File: src/rtl/kphd_pkg.sv
// ----------------------------------------------------------------------------
// kphd_pkg
// Shared types and constants of the key press / hold / double press classifier.
// ----------------------------------------------------------------------------
`default_nettype none

package kphd_pkg;

  localparam int KPHD_NUM_KEYS = 128;

  localparam int KEY_W   = 7;
  localparam int ACT_W   = 2;
  localparam int TIME_W  = 32;
  localparam int FLAG_W  = 4;
  localparam int CFG_W   = 16;
  localparam int PADDR_W = 4;
  localparam int PDATA_W = 32;

  localparam logic [ACT_W-1:0] ACT_NONE    = 2'd0;
  localparam logic [ACT_W-1:0] ACT_PRESS   = 2'd1;
  localparam logic [ACT_W-1:0] ACT_RELEASE = 2'd2;

  localparam logic [FLAG_W-1:0] FLAG_NONE    = 4'b0000;
  localparam logic [FLAG_W-1:0] FLAG_PRESS   = 4'b0001;
  localparam logic [FLAG_W-1:0] FLAG_HOLD    = 4'b0010;
  localparam logic [FLAG_W-1:0] FLAG_RELEASE = 4'b0100;
  localparam logic [FLAG_W-1:0] FLAG_DOUBLE  = 4'b1000;

  localparam logic [1:0] REG_RELEASE_MIN = 2'd0;
  localparam logic [1:0] REG_DOUBLE_MIN  = 2'd1;
  localparam logic [1:0] REG_DOUBLE_MAX  = 2'd2;
  localparam logic [1:0] REG_HOLD_MAX    = 2'd3;

  localparam logic [CFG_W-1:0] RELEASE_MIN_RST = 16'd20;
  localparam logic [CFG_W-1:0] DOUBLE_MIN_RST  = 16'd50;
  localparam logic [CFG_W-1:0] DOUBLE_MAX_RST  = 16'd300;
  localparam logic [CFG_W-1:0] HOLD_MAX_RST    = 16'd100;

  typedef struct packed {
    logic [CFG_W-1:0] release_min;
    logic [CFG_W-1:0] double_min;
    logic [CFG_W-1:0] double_max;
    logic [CFG_W-1:0] hold_max;
  } cfg_t;

  typedef struct packed {
    logic [FLAG_W-1:0] flags;
    logic [FLAG_W-1:0] last_sig;
    logic [TIME_W-1:0] stamp;
    logic [TIME_W-1:0] dur;
  } entry_t;

  typedef struct packed {
    logic clear;
    logic load;
    logic read;
    logic elapse;
    logic decide;
  } ctrl_cmd_t;

  typedef struct packed {
    logic clear_last;
  } dp_stat_t;

endpackage

`default_nettype wire

File: src/rtl/kphd_cfg.sv
// ----------------------------------------------------------------------------
// kphd_cfg
// Threshold registers behind the APB-style port.
// ----------------------------------------------------------------------------
`default_nettype none

module kphd_cfg (
  input  wire logic                           clk,
  input  wire logic                           rst_n,
  input  wire logic                           psel,
  input  wire logic                           penable,
  input  wire logic                           pwrite,
  input  wire logic [kphd_pkg::PADDR_W-1:0]   paddr,
  input  wire logic [kphd_pkg::PDATA_W-1:0]   pwdata,
  output logic      [kphd_pkg::PDATA_W-1:0]   prdata,
  output logic                                pready,
  output kphd_pkg::cfg_t                      cfg
);
  import kphd_pkg::*;

  logic [CFG_W-1:0] release_min_r;
  logic [CFG_W-1:0] double_min_r;
  logic [CFG_W-1:0] double_max_r;
  logic [CFG_W-1:0] hold_max_r;
  logic             wr_en;
  logic [1:0]       reg_idx;

  assign pready  = 1'b1;
  assign wr_en   = psel && penable && pwrite && pready;
  assign reg_idx = paddr[3:2];

  always_ff @(posedge clk) begin
    if (!rst_n) begin
      release_min_r <= RELEASE_MIN_RST;
      double_min_r  <= DOUBLE_MIN_RST;
      double_max_r  <= DOUBLE_MAX_RST;
      hold_max_r    <= HOLD_MAX_RST;
    end else if (wr_en) begin
      case (reg_idx)
        REG_RELEASE_MIN: release_min_r <= pwdata[CFG_W-1:0];
        REG_DOUBLE_MIN:  double_min_r  <= pwdata[CFG_W-1:0];
        REG_DOUBLE_MAX:  double_max_r  <= pwdata[CFG_W-1:0];
        REG_HOLD_MAX:    hold_max_r    <= pwdata[CFG_W-1:0];
        default: ;
      endcase
    end
  end

  always_comb begin
    case (reg_idx)
      REG_RELEASE_MIN: prdata = PDATA_W'(release_min_r);
      REG_DOUBLE_MIN:  prdata = PDATA_W'(double_min_r);
      REG_DOUBLE_MAX:  prdata = PDATA_W'(double_max_r);
      REG_HOLD_MAX:    prdata = PDATA_W'(hold_max_r);
      default:         prdata = '0;
    endcase
  end

  assign cfg.release_min = release_min_r;
  assign cfg.double_min  = double_min_r;
  assign cfg.double_max  = double_max_r;
  assign cfg.hold_max    = hold_max_r;

endmodule

`default_nettype wire

File: config.mk
export PLATFORM = sky130hd
export DESIGN_NAME = kphd_cfg
export DESIGN_NICKNAME = d
export VERILOG_FILES = /design/src/rtl/kphd_pkg.sv /design/src/rtl/kphd_cfg.sv
export SDC_FILE = /design/constraint.sdc
export NUM_CORES = 1
export LEC_CHECK = 0
export BUFFER_PORTS_ARGS = -buffer_cell sky130_fd_sc_hd__buf_2
export CAP_MARGIN = 30
export CORE_MARGIN = 10
export CORE_UTILIZATION = 42
export CTS_CLUSTER_SIZE = 10
export DETAILED_ROUTE_END_ITERATION = 12
export PLACE_DENSITY = 0.78
export SLEW_MARGIN = 20
export SYNTH_ARGS = -nofsm -noshare
export SYNTH_HDL_FRONTEND = slang
export SYNTH_SLANG_ARGS = --single-unit
File: constraint.sdc
create_clock -name clk -period 1.05 [get_ports clk]
set_input_delay 0.105 -clock clk [delete_from_list [all_inputs] [get_ports clk]]
set_output_delay 0.105 -clock clk [all_outputs]
set_load 0.01 [all_outputs]
==> results of run 1 <==
-- sequential cells by signal, indices dropped and copies added, names as in the netlist --
signal         flops
double_max_r      16
double_min_r      16
hold_max_r        16
release_min_r     16
-- per-stage QoR --
stage	util (%)	setup slack, ns	setup TNS (ns)	cell area [µm²]
global placement	58.6	-0.169	-8.46	4020
finish	66.1	-0.354	-5.34	4540
CTS	63.9	-0.366	-5.54	4390
global route	66.1	-0.376	-5.94	4540
floorplan	-	0.0134	0	3070
detailed placement	58.6	-0.205	-11.06	4020
-- power by group through the flow --
stage	clock (mW)	sequential (mW)	combinational [mW]
2_1_floorplan	0	2.55	0.328
3_3_place_gp	0	2.53	0.554
3_5_place_dp	0	2.53	0.569
4_1_cts	2.33	2.48	0.609
5_1_grt	2.42	2.48	0.673
6_report	2.28	2.48	0.624
-- synth_stat cells (all sizes together) --
cell	instances	share of area, %
o211ai	5	1.3
o21ai	5	0.83
nand3	1	0.17
inv	6	0.75
or3	1	0.21
conb	2	0.25
mux2i	59	20
mux4	16	13
dfxtp	64	43
or2	1	0.21
buf	27	7.3
nand2	68	8.5
nand4	1	0.71
nor2b	11	2.3
nand2b	1	0.21
nor3	2	0.88
clkbuf	10	1.3
-- metal layers --
| metal | track usage [%] | part of all wire, % |
|---|---|---|
| met4 | 6.26 | 1.5 |
| met1 | 17.8 | 39 |
| met2 | 27.7 | 51 |
| met5 | 0 | 0 |
| met3 | 5.76 | 9.0 |
-- timing repair --
item | CTS | global route
hold endpoints to repair | 0 | 0
buffers inserted | 9 | 5
resized for setup | 39 | 39
endpoints found under the setup margin | 17 | 31
-- area by class of cell --
| class | instances | area [µm²] | area share (%) |
|---|---|---|---|
| flip-flops and latches | 64 | 1330 | 29.3 |
| clock inverters | 6 | 83.8 | 1.85 |
| multi-input cells | 188 | 1480 | 32.6 |
| repair buffers | 180 | 1380 | 30.3 |
| clock buffers | 10 | 128 | 2.81 |
| well taps | 96 | 120 | 2.65 |
| inverters | 6 | 22.5 | 0.496 |
-- logic make-up after synthesis --
kind of cell	Yosys count
flops	64
mux	75
simple gates	86
buf+inv	43
other cells	2
compound gates	10
-- critical path, delay by kind of cell, from the launching register on --
family / cells / cell delay, ns
DFF: 1 / 0.33
buffers and inverters: 1 / 0.14
muxes: 1 / 0.49
-- worst paths after layout --
path | start | slack, ns | endpoint
max reg2reg | hold_max_r[11]$_SDFFE_PN0P_ | 0.18 | hold_max_r[11]$_SDFFE_PN0P_
min | pwdata[5] | 0.04 | release_min_r[5]$_SDFFE_PN0P_
min reg2reg | double_min_r[9]$_SDFFE_PN0P_ | 0.46 | double_min_r[9]$_SDFFE_PN0P_
max | hold_max_r[3]$_SDFFE_PN0P_ | -0.35 | prdata[3]
==> reports/results.tsv, run 1 <==
stage	metric	value	unit
setup_path	slowest_delay	0.49	ns
setup_path	reg2reg_depth	5	
pwr	sequentialPowerShare	46.1	%
run_status	violations	setup timing	
cts	numCtsBuffers	9	
pwr	comb_power_share	11.6	%
route	routed_wirelength	9280	µm
setup_path	cp_cell_sequence	mux4_2 > buf_6	
floorplan	die-area	10900	µm²
cts	postCtsHoldBufs	0	
final_layout	final_nets	490	
global_routing	gr-usage-all-layers	16.1	%
pwr	netSwitchingFraction	23.9	%
placement	dp_hpwl	6860	µm
pwr	p_int	4.10	mW
synthesis	synth_cell_types	22	
synthesis	synth_cells	280	
route	drc	0	
placement	dp_cells	521	
floorplan	start_util	43.7	%
global_routing	grt_pass1_wl	14500	µm
cts	cts_tree	built	
final_layout	diodes	0	
pwr	ir_drop	698	µV
setup_path	cp-end-kind	primary output	
floorplan	num_io_pins	138	
floorplan	coreArea	6870	µm²
sta	maxSlewViolCount	0	
synthesis	synth_top_family_by_area	multiplexers	
sta	rsz0062_at_grt	true	
run_status	status	finished, violations left	
route	vias_per_cell	4.87	
cts	clock_sinks	64	
synthesis	yosys.area_share.xor_xnor	0	%
sta	period_minus_slack	1.40	ns
setup_path	cp.arrival	1.30	ns
setup_path	slowest_stage	mux4_2	
pwr	switchingPower	1.29	mW
placement	gp_congestion	0.799	
setup_path	crit_type	register to primary output	
final_layout	layout_commonest_cell	buf_2	
sta	fin_ws	-0.354	ns
synthesis	synth_area_per_cell	10.7	µm²
setup_path	cp.required	0.94	ns
final_layout	fill_cells	564	
flow_run	cap_violations	0	
route	drt_iter0_drc	113	
sta	holdWs	0.0385	ns
cts	clk_latency	0.33	ns
synthesis	yosys.area_share.adder	0	%
floorplan	row_count	30	
synthesis	synth_area	3000	µm²
final_layout	final_cell_mix	75 x buf_2, 68 x nand2_1, 67 x buf_4	
sta	finalClockSkew	0	ns
setup_path	critPathLaunchType	register	
route	drtAntennaViolNets	0	
pwr	p_total	5.38	mW
sta	max_freq	712	MHz
synthesis	yosys.area_share.simple	13.2	%
sta	hold_viol	0	
worst_hold_path	hold_depth	3	
floorplan	die_h	105	µm
route	dr.pass1.iters	4	
synthesis	synth-seq-area-share	42.7	%
final_layout	area_delta_synth_final	51.3	%
global_routing	grt_antenna_before_repair	0	
cts	cts.htree.levels	3	
cts	cts-root-buf	clkbuf_8	
cts	cts_max_path_buffers	2	
global_routing	grt_start_max_net_pins	44	
synthesis	yosys_register_bits	64	
final_layout	fin_cells	550	
sta	setup_violations	17	
synthesis	synthMuxAreaShare	32.5	%
pwr	leakage	2.25	nW
route	routed-via-count	2681	
synthesis	synth_compound_area_share	2.09	%
global_routing	grt_pass1_vias	2831	
synthesis	yosysWarnings	0	
placement	portBuffers	102	
pwr	powerDensity	1190	nW/µm²
global_routing	grt_overflow_total	0	
setup_path	worst-path-max-fanout	2	
floorplan	dieWidth	105	µm
route	wl_per_cell	16.9	µm
pwr	p_clk_share	42.3	%
sta	finalCritPeriodShare	134	%
worst_hold_path	hold_class	input port to register	
cts	path_clk_slew	0.08	ns
final_layout	drive_gt1_share	55.5	%
Note: power is estimated with default switching activity, not from simulation.
==> inputs of run 2 (changes only) <==
--- a/config.mk
+++ b/config.mk
@@ -8,6 +8,8 @@
 export BUFFER_PORTS_ARGS = -buffer_cell sky130_fd_sc_hd__buf_2
 export CAP_MARGIN = 30
+export CELL_PAD_IN_SITES_DETAIL_PLACEMENT = 1
+export CELL_PAD_IN_SITES_GLOBAL_PLACEMENT = 1
 export CORE_MARGIN = 10
-export CORE_UTILIZATION = 42
+export CORE_UTILIZATION = 31
 export CTS_CLUSTER_SIZE = 10
 export DETAILED_ROUTE_END_ITERATION = 12
==> constraint.sdc (replaced) <==
create_clock -name clk -period 1.05 [get_ports clk]
set_input_delay 0.0525 -clock clk [delete_from_list [all_inputs] [get_ports clk]]
set_output_delay 0.0525 -clock clk [all_outputs]
set_load 0.01 [all_outputs]
==> run 2 against run 1 <==
Against the previous run:
- the run still ends with setup timing left
- cell count up 5.5%
- global-route usage is 1.6 points lower
- clock-buffer cell count rose by 1
- sequential power about the same
- non-clock buffer count shrank 2
- power is 0.35% lower
- fmax rose by 4.6%
- routed wire length is 10% higher
- final area down 1.3%
- combinational power about the same
==> reports/results.tsv, run 2 (same netlist as run 1, synthesis figures left out) <==
stage	metric	value	unit
global_routing	grt_start_max_net_pins	43	
route	vias_per_cell	4.59	
global_routing	gr-usage-all-layers	14.6	%
setup_path	cp-end-kind	primary output	
cts	path_clk_slew	0.07	ns
setup_path	r2r_start	double_max_r[8]$_SDFFE_PN1P_	
sta	hold_viol	0	
route	drt_iter0_drc	99	
setup_path	crit_type	register to primary output	
final_layout	final_area	4480	µm²
setup_path	reg2reg_depth	3	
final_layout	final_cell_mix	86 x buf_2, 68 x nand2_1, 61 x buf_4	
pwr	powerDensity	1200	nW/µm²
global_routing	grt_pass1_wl	16600	µm
worst_hold_path	hold_class	input port to register	
cts	clock_sinks	64	
sta	maxSlewViolCount	0	
sta	finalClockSkew	0	ns
placement	placed_area	3840	µm²
setup_path	cp.required	1.00	ns
final_layout	final_nets	488	
sta	fin_ws	-0.292	ns
route	routed_wirelength	10200	µm
setup_path	cp.arrival	1.29	ns
cts	clk_latency	0.33	ns
route	routed-via-count	2663	
route	drc	0	
cts	cts-root-buf	clkbuf_8	
pwr	sequentialPowerShare	46.3	%
pwr	p_clk_share	42.1	%
worst_hold_path	hold_depth	3	
floorplan	coreArea	9330	µm²
worst_hold_path	whs_endpoint	double_max_r[14]$_SDFFE_PN0P_	
cts	cts.htree.levels	3	
final_layout	drive_gt1_share	54.5	%
final_layout	area_delta_synth_final	49.4	%
cts	cts_tree	built	
pwr	switchingPower	1.28	mW
pwr	comb_power_share	11.6	%
placement	gp_congestion	0.755	
sta	period_minus_slack	1.34	ns
global_routing	grt_antenna_before_repair	0	
sta	setup_violations	16	
pwr	p_int	4.08	mW
global_routing	grt_overflow_total	0	
cts	cts_max_path_buffers	2	
placement	portBuffers	102	
sta	max_freq	745	MHz
placement	dp_hpwl	7490	µm
floorplan	start_util	32.2	%
run_status	status	finished, violations left	
setup_path	worst-path-max-fanout	2	
setup_path	critPathLaunchType	register	
setup_path	reg2reg_slack	0.27	ns
setup_path	r2r_end	double_max_r[8]$_SDFFE_PN1P_	
global_routing	grt_pass1_vias	3037	
run_status	violations	setup timing	
worst_hold_path	hp-start	pwdata[14]	
cts	numCtsBuffers	9	
floorplan	dieWidth	118	µm
floorplan	num_io_pins	138	
route	drtAntennaViolNets	0	
sta	holdWs	0.0444	ns
final_layout	diodes	0	
route	dr.pass1.iters	4	
sta	finalCritPeriodShare	128	%
floorplan	die_h	118	µm
pwr	netSwitchingFraction	23.9	%
sta	rsz0062_at_grt	true	
pwr	leakage	2.20	nW
floorplan	row_count	35	
floorplan	die-area	14000	µm²
final_layout	layout_commonest_cell	buf_2	
pwr	ir_drop	512	µV
route	wl_per_cell	17.7	µm
flow_run	cap_violations	0	
## run 2: worst max-delay path, cell delays in order, from the launching register on
cell	delay (ns)
dfxtp_2	0.32
mux4_2	0.49
buf_6	0.14
## run 2: final cells by class
class,count,area [µm²]
Fill cell,1080,4850
Multi-Input combinational cell,188,1480
Sequential cell,64,1340
Clock inverter,4,70.1
Timing Repair Buffer,178,1280
Clock buffer,11,131
Tap cell,129,161
Inverter,6,22.5
## run 2: layer usage
| metal | vias to the layer above | track usage [%] | share of wire [%] |
|---|---|---|---|
| li1 | 1257 | - | - |
| met1 | 1306 | 16.2 | 42 |
| met2 | 86 | 25.1 | 50 |
| met3 | 14 | 4.90 | 6.7 |
| met4 | 0 | 5.80 | 1.6 |
| met5 | - | 0 | 0 |
## run 2: per-stage QoR
stage                     total power, mW  setup TNS (ns)  utilization, %  std cells  worst slack (ns)
after global routing                 5.60           -5.26            48.0        580            -0.342
final                                5.37           -4.34            48.0        580            -0.292
after detailed placement             3.08           -5.12            41.2        528            -0.160
after floorplan                      2.87               0               -        295            0.0344
after CTS                            5.43           -4.72            47.5        576            -0.319
after global placement               3.07           -2.33            41.2        528           -0.0839
## run 2: worst max-delay path by stage
stage	start	to	slack (ns)	cells after the start
2_1_floorplan	paddr[3]	hold_max_r[5]$_SDFFE_PN1P_	0.03	6
3_5_place_dp	paddr[2]	double_min_r[13]$_SDFFE_PN0P_	-0.16	5
4_1_cts	hold_max_r[2]$_SDFFE_PN1P_	prdata[2]	-0.32	2
5_1_grt	hold_max_r[15]$_SDFFE_PN0P_	prdata[15]	-0.34	2
3_3_place_gp	paddr[3]	prdata[6]	-0.08	4
6_report	hold_max_r[2]$_SDFFE_PN1P_	prdata[2]	-0.29	2
## run 2: repair_timing
item                                    CTS  global route
hold buffers                              7             0
endpoints found under the setup margin   16            16
hold endpoints to repair                 10             0
resized for setup                        62             5
setup buffers                            26             4
## run 2: power by group through the flow
stage	clock, mW	sequential, mW	combinational (mW)
4_1_cts	2.32	2.48	0.622
2_1_floorplan	0	2.55	0.322
6_report	2.26	2.48	0.623
3_3_place_gp	0	2.54	0.529
5_1_grt	2.44	2.49	0.677
3_5_place_dp	0	2.54	0.542
