File: config.mk
export PLATFORM = sky130hd
export DESIGN_NAME = kphd_ctrl
export DESIGN_NICKNAME = d
export VERILOG_FILES = /design/src/rtl/kphd_pkg.sv /design/src/rtl/kphd_ctrl.sv
export SDC_FILE = /design/constraint.sdc
export NUM_CORES = 1
export LEC_CHECK = 0
export ABC_AREA = 1
export BUFFER_PORTS_ARGS = -buffer_cell sky130_fd_sc_hd__buf_2
export CAP_MARGIN = 5
export CORE_AREA = 2 2 39 41
export DETAILED_ROUTE_END_ITERATION = 8
export DIE_AREA = 0 0 41 43
export PLACE_DENSITY = 0.39
export SLEW_MARGIN = 20
export SYNTH_ARGS = -nofsm -noshare
export SYNTH_HDL_FRONTEND = slang
export SYNTH_SLANG_ARGS = --single-unit
File: constraint.sdc
create_clock -name clk -period 0.95 [get_ports clk]
set_input_delay 0.19 -clock clk [delete_from_list [all_inputs] [get_ports clk]]
set_output_delay 0.19 -clock clk [all_outputs]
set_load 0.03 [all_outputs]
File: src/rtl/kphd_pkg.sv
// ----------------------------------------------------------------------------
// kphd_pkg
// Shared types and constants of the key press / hold / double press classifier.
// ----------------------------------------------------------------------------
`default_nettype none

package kphd_pkg;

  localparam int KPHD_NUM_KEYS = 128;

  localparam int KEY_W   = 7;
  localparam int ACT_W   = 2;
  localparam int TIME_W  = 32;
  localparam int FLAG_W  = 4;
  localparam int CFG_W   = 16;
  localparam int PADDR_W = 4;
  localparam int PDATA_W = 32;

  localparam logic [ACT_W-1:0] ACT_NONE    = 2'd0;
  localparam logic [ACT_W-1:0] ACT_PRESS   = 2'd1;
  localparam logic [ACT_W-1:0] ACT_RELEASE = 2'd2;

  localparam logic [FLAG_W-1:0] FLAG_NONE    = 4'b0000;
  localparam logic [FLAG_W-1:0] FLAG_PRESS   = 4'b0001;
  localparam logic [FLAG_W-1:0] FLAG_HOLD    = 4'b0010;
  localparam logic [FLAG_W-1:0] FLAG_RELEASE = 4'b0100;
  localparam logic [FLAG_W-1:0] FLAG_DOUBLE  = 4'b1000;

  localparam logic [1:0] REG_RELEASE_MIN = 2'd0;
  localparam logic [1:0] REG_DOUBLE_MIN  = 2'd1;
  localparam logic [1:0] REG_DOUBLE_MAX  = 2'd2;
  localparam logic [1:0] REG_HOLD_MAX    = 2'd3;

  localparam logic [CFG_W-1:0] RELEASE_MIN_RST = 16'd20;
  localparam logic [CFG_W-1:0] DOUBLE_MIN_RST  = 16'd50;
  localparam logic [CFG_W-1:0] DOUBLE_MAX_RST  = 16'd300;
  localparam logic [CFG_W-1:0] HOLD_MAX_RST    = 16'd100;

  typedef struct packed {
    logic [CFG_W-1:0] release_min;
    logic [CFG_W-1:0] double_min;
    logic [CFG_W-1:0] double_max;
    logic [CFG_W-1:0] hold_max;
  } cfg_t;

  typedef struct packed {
    logic [FLAG_W-1:0] flags;
    logic [FLAG_W-1:0] last_sig;
    logic [TIME_W-1:0] stamp;
    logic [TIME_W-1:0] dur;
  } entry_t;

  typedef struct packed {
    logic clear;
    logic load;
    logic read;
    logic elapse;
    logic decide;
  } ctrl_cmd_t;

  typedef struct packed {
    logic clear_last;
  } dp_stat_t;

endpackage

`default_nettype wire

File: src/rtl/kphd_ctrl.sv
// ----------------------------------------------------------------------------
// kphd_ctrl
// Sequencer: table clearing after reset, then read, elapse, decide per beat.
// ----------------------------------------------------------------------------
`default_nettype none

module kphd_ctrl (
  input  wire logic                 clk,
  input  wire logic                 rst_n,
  input  wire logic                 start,
  output logic                      busy,
  input  wire kphd_pkg::dp_stat_t   stat,
  output kphd_pkg::ctrl_cmd_t       cmd
);
  import kphd_pkg::*;

  localparam logic [2:0] ST_CLEAR  = 3'd0;
  localparam logic [2:0] ST_IDLE   = 3'd1;
  localparam logic [2:0] ST_READ   = 3'd2;
  localparam logic [2:0] ST_ELAPSE = 3'd3;
  localparam logic [2:0] ST_DECIDE = 3'd4;

  logic [2:0] state_r;
  logic [2:0] state_nxt;

  always_ff @(posedge clk) begin
    if (!rst_n) begin
      state_r <= ST_CLEAR;
    end else begin
      state_r <= state_nxt;
    end
  end

  always_comb begin
    state_nxt = state_r;
    cmd       = '0;
    case (state_r)
      ST_CLEAR: begin
        cmd.clear = 1'b1;
        if (stat.clear_last) state_nxt = ST_IDLE;
      end
      ST_IDLE: begin
        if (start) begin
          cmd.load  = 1'b1;
          state_nxt = ST_READ;
        end
      end
      ST_READ: begin
        cmd.read  = 1'b1;
        state_nxt = ST_ELAPSE;
      end
      ST_ELAPSE: begin
        cmd.elapse = 1'b1;
        state_nxt  = ST_DECIDE;
      end
      ST_DECIDE: begin
        cmd.decide = 1'b1;
        state_nxt  = ST_IDLE;
      end
      default: state_nxt = ST_CLEAR;
    endcase
  end

  assign busy = (state_r != ST_IDLE);

endmodule

`default_nettype wire

==> run summary, run 1 <==
Post-DP HPWL: 414.5 µm
syn_nets: 35
min setup slack post-route: -0.2622 ns
die height: 43 µm
Switching Fraction: 0.3470
MaxCap Viol Count: 0
Cells after Synth: 31
Worst Hold Class: primary input to flop
vias in the first global route: 222
Setup CP Type: flop to primary output
# hold bufs at CTS: 0
Distinct cells, synth: 13
clock network fraction of total power: 0.342
nature of the critical path startpoint: flop
Post-DP Area: 349.1 µm²
pre-CTS setup slack: -0.1019 ns
status: finished, violations left
initial antenna violation count: 0
Static Leakage: 0.2212 nW
Synth top area share: 0.3057
Largest register FFs: 3
drt initial violations: 0
Total Power: 0.6311 mW
Tot GR Track Use: 0.07437
Reg with most FFs: state_r
Fillers: 169
GPL Wtd Cong: 0.6043
Longest Clk Path Bufs: 2
Comb power frac: 0.417
unrepaired setup endpoints after global routing: yes
routed wire length: 486 µm
Initial Utilization: 0.1420
Min Clock Period, post-route: 1.212 ns
Die ar.: 1763 µm²
Post-Syn Area: 196.4 µm²
critical path capture point type: primary output
R2R cell count: 7
Synthesis Warnings: 0
violated checks: setup timing
Met1 Routed Length: 201 µm
worst rel slew slack: 0.8786
Peak VDD IR: 0.4735 mV
Die Width: 41 µm
root buffer cell: clkbuf_4
fin. max-slew vios: 0
DR WL/cell: 7.147 µm
Regs by FF count: state_r (3)
P per Cell Area: 1409 nW/µm²
met3 wire length: 28 µm
Clk Latency, worst-skew pair: 0.23 ns
CTS tree: done
Fin Hold WS: 0.2171 ns
antenna-violating nets left: 0
grt total ovfl: 0
first-pass GRT wire length: 793 µm
IO buf count: 9
Setup Skew: 0.0006838 ns
highest metal used: met4
cell area after layout: 447.9 µm²
Max FO, Critical Path: 4
Seq pwr share: 0.241
largest area contributor in the netlist: dfxtp_1
CTS H-tree depth: 1
Via density: 3.618
layout cells sized above 1: 0.7115
Diodes inserted: 0
Clock Sinks: 3
period utilization: 1.276
drt first pass iters: 1
pin count of the biggest net entering global routing: 6
Pint: 0.4121 mW
Critical Path AT: 1.02 ns
core area: 1384 µm²
Syn Area/Cell: 6.337 µm²
measured slew at the worst slew-check pin: 0.1806 ns
Core Rows: 14
Nets: 57
Synth area leaders: dfxtp_1 (31%), nand3_1 (10%), inv_1 (9.6%)
CTS clk-pin slew, worst paths: 0.03 ns
Switch Pwr: 0.2190 mW
WHS Path Cells: 3
I/O pin cnt: 10
post-route setup TNS: -1.477 ns
CTS Buf Count: 3
WL met2: 248 µm
Layout area overhead: 128.0%
vias: 246
Critical Path RT: 0.76 ns
Hold Fails Final Rpt: 0
sequential area share after synthesis: 0.3057
fmax: 0.8249 GHz
drc violations: 0
final setup fails: 7
Yosys reg bits: 3
-- stage by stage --
step	util	cells
finish	0.3237	68
global route	0.3237	68
CTS	0.3020	68
detailed placement	0.2523	62
global placement	0.2523	62
floorplan	-	31
-- synth_stat cells --
cell type	n
dfxtp_1	3
nand3_2	1
nor3_1	2
inv_1	5
nor2_1	3
clkinv_1	1
nor4_1	1
nand3_1	4
inv_2	4
a21o_2	1
nand2_1	4
nand2_2	1
nor2_4	1
-- power by group through the flow --
stage	Clock (mW)	Sequential (mW)	Combinational, mW
floorplan	0	0.157	0.142
global placement	0	0.155	0.222
detailed placement	0	0.155	0.222
CTS	0.228	0.152	0.252
global route	0.245	0.154	0.286
finish	0.216	0.152	0.263
-- logic make-up after synthesis --
logic type,count (synthesis),synth area share
AND/OR/NAND/NOR,17,0.4586
flip-flops,3,0.3057
buffers and inverters,10,0.1911
AO/OA/AOI/OAI,1,0.04459
-- worst max-delay path, stage by stage, from the launching register on --
cell and delay (ns):
dfxtp_4 0.36, inv_4 0.05, buf_4 0.13, nor3_4 0.11, buf_6 0.15
-- final timing paths --
path	slack [ns]	startpoint	endpoint
setup / recovery	-0.26	state_r[0]	cmd[1]
hold / removal	0.22	rst_n	state_r[1]
setup reg to reg	-0.05	state_r[0]	state_r[1]
hold reg to reg	0.50	state_r[2]	state_r[2]
-- routing by layer --
layer  vias up  GRT usage
met2         5    0.09375
met4         0     0.1200
met3         2    0.01571
met1       101    0.07419
met5         -          0
li1        138          -
-- cells in the final DEF (no fill, tap or decap), types with 3 or more instances in the layout --
| cell | count |
|---|---|
| buf_4 | 9 |
| nand2_1 | 4 |
| buf_6 | 4 |
| clkbuf_4 | 3 |
| inv_1 | 5 |
| buf_2 | 4 |
-- layout make-up --
cell class                      instances  area (µm²)  share of cell area
Clock buffer                            4       26.28             0.05866
Inverter                               10       42.54             0.09497
Multi-Input combinational cell         18       157.7              0.3520
Sequential cell                         3       68.82              0.1536
Tap cell                               16       20.02             0.04469
Timing Repair Buffer                   17       132.6              0.2961
-- what timing repair did --
action / in CTS / in global routing
endpoints found under the hold margin: 0 / 0
pin swaps: 3 / 4
gates cloned: 0 / 0
resized for setup: 10 / 6
setup endpoints to repair: 8 / 9
setup buffers: 2 / 1
Note: power is estimated with default switching activity, not from simulation.
==> run 2, diff against run 1 <==
--- a/config.mk
+++ b/config.mk
@@ -8,10 +8,12 @@
 export ABC_AREA = 1
 export BUFFER_PORTS_ARGS = -buffer_cell sky130_fd_sc_hd__buf_2
 export CAP_MARGIN = 5
+export CELL_PAD_IN_SITES_DETAIL_PLACEMENT = 1
+export CELL_PAD_IN_SITES_GLOBAL_PLACEMENT = 1
 export CORE_AREA = 2 2 39 41
 export DETAILED_ROUTE_END_ITERATION = 8
 export DIE_AREA = 0 0 41 43
-export PLACE_DENSITY = 0.39
+export PLACE_DENSITY = 0.5
 export SLEW_MARGIN = 20
 export SYNTH_ARGS = -nofsm -noshare
 export SYNTH_HDL_FRONTEND = slang
==> run 2 against run 1 <==
Net effect:
- the run still ends with setup timing left
- largest power group unchanged
- largest cell class is now non-clock buffers
- final area is 10% higher
- die area stayed put
- clock skew is 0.0016 ns higher
==> run summary, run 2 (same netlist as run 1, synthesis figures left out) <==
status: finished, violations left
violated checks: setup timing
Initial Utilization: 0.1420 (unchanged)
layout cells sized above 1: 0.7273 (+0.01573)
Static Leakage: 0.2412 nW (+9.0%)
GPL Wtd Cong: 0.6283 (+4.0%)
Diodes inserted: 0 (unchanged)
commonest non-fill, non-tap cells in the layout: buf_4 (10), inv_1 (5), buf_6 (5)
vias in the first global route: 265 (+19%)
Comb power frac: 0.456 (+0.039)
pin count of the biggest net entering global routing: 6 (unchanged)
DR WL/cell: 8.704 µm (+22%)
CTS clk-pin slew, worst paths: 0.04 ns (about the same)
CTS tree: done
Die ar.: 1763 µm² (unchanged)
Clock Sinks: 3 (unchanged)
Fin Hold WS: 0.2357 ns (+0.01857 ns)
P per Cell Area: 1378 nW/µm² (-2.2%)
R2R cell count: 8 (+1)
Peak VDD IR: 0.5656 mV (+19%)
Pint: 0.4443 mW (+7.8%)
Worst R2R Start: state_r[0]
root buffer cell: clkbuf_4
initial antenna violation count: 0 (unchanged)
unrepaired setup endpoints after global routing: yes
nature of the critical path startpoint: flop
r2r endpoint: state_r[1]
drc violations: 0 (unchanged)
Tot GR Track Use: 0.08434 (+0.009965)
post-route setup TNS: -1.726 ns (-0.2488 ns)
CTS Buf Count: 3 (unchanged)
CTS H-tree depth: 1 (unchanged)
Seq pwr share: 0.224 (-0.017)
worst rel slew slack: 0.8851 (+0.006514)
fin. max-slew vios: 0 (unchanged)
Reg2Reg Setup Slack: -0.15 ns (-0.10 ns)
Regs by FF count: state_r (3)
Min Clock Period, post-route: 1.213 ns (+0.0008600 ns)
Switch Pwr: 0.2351 mW (+7.3%)
core area: 1384 µm² (unchanged)
Hold Path Origin: rst_n
Hold EP: state_r[1]
drt initial violations: 1 (+1)
period utilization: 1.277 (about the same)
first-pass GRT wire length: 1.007 mm (+27%)
I/O pin cnt: 10 (unchanged)
fmax: 0.8244 GHz (about the same)
IO buf count: 9 (unchanged)
final setup fails: 8 (+1)
Hold Fails Final Rpt: 0 (unchanged)
Longest Clk Path Bufs: 2 (unchanged)
min setup slack post-route: -0.2631 ns (-0.0008600 ns)
WHS Path Cells: 3 (unchanged)
Total Power: 0.6794 mW (+7.6%)
Worst Hold Class: primary input to flop
Layout area overhead: 151.0%
Clk Latency, worst-skew pair: 0.23 ns (about the same)
Setup CP Type: flop to primary output
Critical Path AT: 1.02 ns (about the same)
Switching Fraction: 0.3460 (-0.001037)
Core Rows: 14 (unchanged)
commonest non-fill, non-tap cell in the layout: buf_4
antenna-violating nets left: 0 (unchanged)
drt first pass iters: 2 (+1)
routed wire length: 618 µm (+27%)
clock network fraction of total power: 0.320 (-0.022)
vias: 270 (+9.8%)
die height: 43 µm (unchanged)
Via density: 3.803 (+5.1%)
critical path capture point type: primary output
Largest register FFs: 3 (unchanged)
Critical Path RT: 0.76 ns (about the same)
grt total ovfl: 0 (unchanged)
Die Width: 41 µm (unchanged)
MaxCap Viol Count: 0 (unchanged)
Nets: 60 (+5.3%)
measured slew at the worst slew-check pin: 0.1711 ns (-0.009552 ns)
Reg with most FFs: state_r
Post-DP HPWL: 488.2 µm (+18%)
Final Util: 0.3562 (+0.03255)
Setup Skew: 0.002326 ns (+0.001642 ns)
cell area after layout: 493.0 µm² (+10%)
Max FO, Critical Path: 4 (unchanged)
Post-DP Area: 376.6 µm² (+7.9%)
run 2: critical path: stages, from the launching register on:
cell and delay [ns]:
dfxtp_4 0.35, buf_4 0.14, nor3_4 0.16, buf_6 0.15
run 2: timing repair:
item | CTS | global route
resized for setup | 12 | 7
setup buffers | 2 | 1
hold buffers | 0 | 0
setup endpoints to repair | 9 | 9
pin swaps | 4 | 3
run 2: cell type report:
| cell class | instances | area [µm²] |
|---|---|---|
| repair buffers | 20 | 171.4 |
| flip-flops and latches | 3 | 71.32 |
| multi-input cells | 18 | 161.4 |
| well taps | 16 | 20.02 |
| fillers | 176 | 890.9 |
| clock buffers | 4 | 26.28 |
| inverters | 10 | 42.54 |
run 2: how the worst max path moves through the flow:
stage | from | to | slack, ns | depth (start not counted)
6_report | state_r[0] | cmd[0] | -0.26 | 3
3_3_place_gp | state_r[1] | cmd[1] | -0.09 | 3
5_1_grt | state_r[0] | cmd[3] | -0.34 | 5
3_5_place_dp | state_r[1] | cmd[1] | -0.11 | 3
4_1_cts | state_r[0] | cmd[3] | -0.29 | 5
2_1_floorplan | state_r[0] | cmd[3] | -0.09 | 4
run 2: per-layer routing:
metal | vias to the layer above | global-route usage | part of all wire
met5 | - | 0 | 0
met4 | 0 | 0.06000 | 0
met3 | 0 | 0.01571 | 0.053
met2 | 7 | 0.1188 | 0.54
met1 | 118 | 0.1093 | 0.41
li1 | 145 | - | -
run 2: power groups by stage:
| stage | clock network (mW) | registers [mW] | logic (mW) |
|---|---|---|---|
| floorplan | 0 | 0.157 | 0.142 |
| global placement | 0 | 0.155 | 0.250 |
| detailed placement | 0 | 0.156 | 0.251 |
| CTS | 0.233 | 0.151 | 0.283 |
| global route | 0.248 | 0.155 | 0.337 |
| finish | 0.217 | 0.152 | 0.310 |
run 2: per-stage QoR:
stage	setup WS [ns]	std cells
floorplan	-0.08516	31
global placement	-0.09420	64
detailed placement	-0.1081	64
CTS	-0.2923	70
global route	-0.3364	71
finish	-0.2631	71
==> run 3, diff against run 2 <==
--- a/config.mk
+++ b/config.mk
@@ -5,7 +5,6 @@
 export SDC_FILE = /design/constraint.sdc
 export NUM_CORES = 1
 export LEC_CHECK = 0
-export ABC_AREA = 1
 export BUFFER_PORTS_ARGS = -buffer_cell sky130_fd_sc_hd__buf_2
 export CAP_MARGIN = 5
 export CELL_PAD_IN_SITES_DETAIL_PLACEMENT = 1
@@ -13,7 +12,7 @@
 export CORE_AREA = 2 2 39 41
 export DETAILED_ROUTE_END_ITERATION = 8
 export DIE_AREA = 0 0 41 43
-export PLACE_DENSITY = 0.5
+export PLACE_DENSITY = 0.46
 export SLEW_MARGIN = 20
 export SYNTH_ARGS = -nofsm -noshare
 export SYNTH_HDL_FRONTEND = slang
==> run 3 against run 2 <==
Net effect:
- the flow still finishes with violations (setup timing)
- combinational power is 39% lower
- fmax is 1.5% lower
- power is 15% lower
- non-clock buffer count is 7 lower
- core utilization is 6.2 points lower
- register-to-register slack better by 0.06 ns
- via count is 22% lower
- critical path depth stayed put
==> run summary, run 3 <==
status: finished, violations left
violated checks: setup timing
Switch Pwr: 0.1869 mW (-20%)
EDFF count, synth: 0 (unchanged)
Critical Path RT: 0.76 ns (about the same)
Seq pwr share: 0.266 (+0.042)
root buffer cell: clkbuf_4
Post-Syn Area: 178.9 µm² (-8.9%)
Clock Sinks: 3 (unchanged)
fmax: 0.8123 GHz (-1.5%)
Nets: 41 (-32%)
Clk Latency, worst-skew pair: 0.24 ns (about the same)
pre-CTS setup slack: -0.1343 ns (-0.02622 ns)
async set or reset register ratio after synthesis: 0 (unchanged)
Synth top area share: 0.3357 (+0.02993)
worst stage delay on the critical path: 0.35 ns (about the same)
routed wire length: 557 µm (-9.9%)
Hold Fails Final Rpt: 0 (unchanged)
P per Cell Area: 1421 nW/µm² (+3.1%)
sequential area share after synthesis: 0.3357 (+0.02993)
Post-synth top cells: dfxtp_1 (3), nor2_1 (2), nor3_1 (2)
Via density: 4.038 (+6.2%)
Diodes inserted: 0 (unchanged)
measured slew at the worst slew-check pin: 0.2132 ns (+0.04212 ns)
delay-heaviest family, CP: flip-flops
Levels on crit path: 3 (unchanged)
die height: 43 µm (unchanged)
Core Rows: 14 (unchanged)
Hold Path Origin: rst_n
Worst R2R Start: state_r[1]
R2R cell count: 3 (-5)
IO buf count: 9 (unchanged)
Regs by FF count: state_r (3)
first-pass GRT wire length: 952 µm (-5.5%)
nature of the critical path startpoint: flop
Tot GR Track Use: 0.08216 (-0.002173)
layout cells sized above 1: 0.8333 (+0.1061)
syn_nets: 24 (-31%)
min setup slack post-route: -0.2811 ns (-0.01807 ns)
fin. max-slew vios: 0 (unchanged)
Fillers: 162 (-8.0%)
Yosys reg bits: 3 (unchanged)
period utilization: 1.296 (+0.01902)
antenna-violating nets left: 0 (unchanged)
Static Leakage: 0.1668 nW (-31%)
pin count of the biggest net entering global routing: 9 (+3)
Synth area leaders: dfxtp_1 (34%), nand2b_4 (7.7%), buf_6 (6.3%)
Min Clock Period, post-route: 1.231 ns (+0.01807 ns)
worst rel slew slack: 0.8575 (-0.02760)
Die ar.: 1763 µm² (unchanged)
I/O pin cnt: 10 (unchanged)
CTS tree: done
core area: 1384 µm² (unchanged)
Setup Skew: 0.008978 ns (+0.006652 ns)
CTS clk-pin slew, worst paths: 0.04 ns (about the same)
Post-DP HPWL: 359 µm (-26%)
grt total ovfl: 0 (unchanged)
Peak VDD IR: 0.3709 mV (-34%)
Longest Clk Path Bufs: 2 (unchanged)
DR WL/cell: 10.71 µm (+23%)
prevailing post-synth register cell: dfxtp_1
Reg with most FFs: state_r
Distinct cells, synth: 16 (+3)
Largest register FFs: 3 (unchanged)
slowest CP cell: dfxtp_4
critical path capture point type: primary output
Switching Fraction: 0.3234 (-0.02263)
Post-DP Area: 276.5 µm² (-27%)
final setup fails: 7 (-1)
Total Power: 0.5780 mW (-15%)
Syn Area/Cell: 8.946 µm² (+41%)
CP startpoint: state_r[0]
WHS Path Cells: 2 (-1)
Max FO, Critical Path: 6 (+2)
# hold bufs at CTS: 0 (unchanged)
commonest non-fill, non-tap cells in the layout: buf_6 (8), nor2_4 (3), clkbuf_4 (3), buf_2 (3), dfxtp_4 (3)
unrepaired setup endpoints after global routing: yes
GPL Wtd Cong: 0.6577 (+4.7%)
commonest non-fill, non-tap cell in the layout: buf_6
CP Buf/Inv Count: 2 (unchanged)
Die Width: 41 µm (unchanged)
Synthesis Warnings: 0 (unchanged)
Layout area overhead: 127.3%
CTS H-tree depth: 1 (unchanged)
CTS Buf Count: 3 (unchanged)
Final Util: 0.2939 (-0.06239)
cell area after layout: 406.6 µm² (-18%)
Setup CP Type: flop to primary output
drc violations: 0 (unchanged)
Initial Utilization: 0.1293 (-0.01266)
largest area contributor in the netlist: dfxtp_1
Cells after Synth: 20 (-35%)
most common cell in the netlist: dfxtp_1
drt first pass iters: 1 (-1)
MaxCap Viol Count: 0 (unchanged)
vias in the first global route: 220 (-17%)
drt initial violations: 0 (-1)
worst path cell trace: buf_4 -> and3_4 -> buf_6
vias: 210 (-22%)
Worst Hold Class: primary input to flop
Comb power frac: 0.328 (-0.128)
clock network fraction of total power: 0.406 (+0.086)
Critical Path AT: 1.04 ns (+0.02 ns)
initial antenna violation count: 0 (unchanged)
Pint: 0.3911 mW (-12%)
## run 3: logic make-up after synthesis
logic type	share of synthesized area
DFF	0.3357
buffers and inverters	0.06293
AOI/OAI and AO/OA	0.07691
and+or+nand+nor	0.5246
## run 3: cell type report
cell class / instances / area, µm² / area share
multi-input cells: 16 / 168.9 / 0.4154
well taps: 16 / 20.02 / 0.04923
clock buffers: 4 / 26.28 / 0.06462
flip-flops and latches: 3 / 71.32 / 0.1754
repair buffers: 13 / 120.1 / 0.2954
## run 3: routing by layer
layer | routed length (µm) | track usage | part of all wire | vias up
li1 | - | - | - | 102
met1 | 175 | 0.08946 | 0.31 | 99
met2 | 336 | 0.1313 | 0.60 | 6
met3 | 28 | 0.01571 | 0.050 | 3
met4 | 17 | 0.06000 | 0.031 | 0
met5 | 0 | 0 | 0 | -
## run 3: power groups by stage
stage | Combinational [mW] | Sequential (mW) | Clock (mW)
3_5_place_dp | 0.129 | 0.156 | 0
6_report | 0.189 | 0.154 | 0.235
3_3_place_gp | 0.128 | 0.155 | 0
5_1_grt | 0.203 | 0.157 | 0.255
2_1_floorplan | 0.107 | 0.146 | 0
4_1_cts | 0.185 | 0.156 | 0.245
## run 3: worst register-to-register path: cells and delay by family (launching register included)
family	cells	cell delay (ns)
buffers and inverters	1	0.16
AO/OA/AOI/OAI	1	0.16
flip-flops	1	0.38
AND/OR/NAND/NOR	1	0.27
## run 3: final timing paths
check,end,slack (ns)
hold reg to reg,state_r[1],0.53
setup reg to reg,state_r[0],-0.09
hold / removal,state_r[0],0.20
setup / recovery,cmd[3],-0.28
## run 3: repair_timing
action / CTS / global route
setup endpoints to repair: 7 / 7
buffers inserted: 2 / 1
gates resized for setup: 24 / 0
pin swaps: 7 / 2
## run 3: stage by stage
step                      hold WS, ns  cells  setup TNS, ns
after detailed placement       0.4376     45        -0.5189
after floorplan                0.3096     20       -0.03435
after CTS                      0.1852     51         -1.549
final                          0.2004     52         -1.504
after global placement         0.4378     45        -0.3979
after global routing           0.2095     52         -1.794
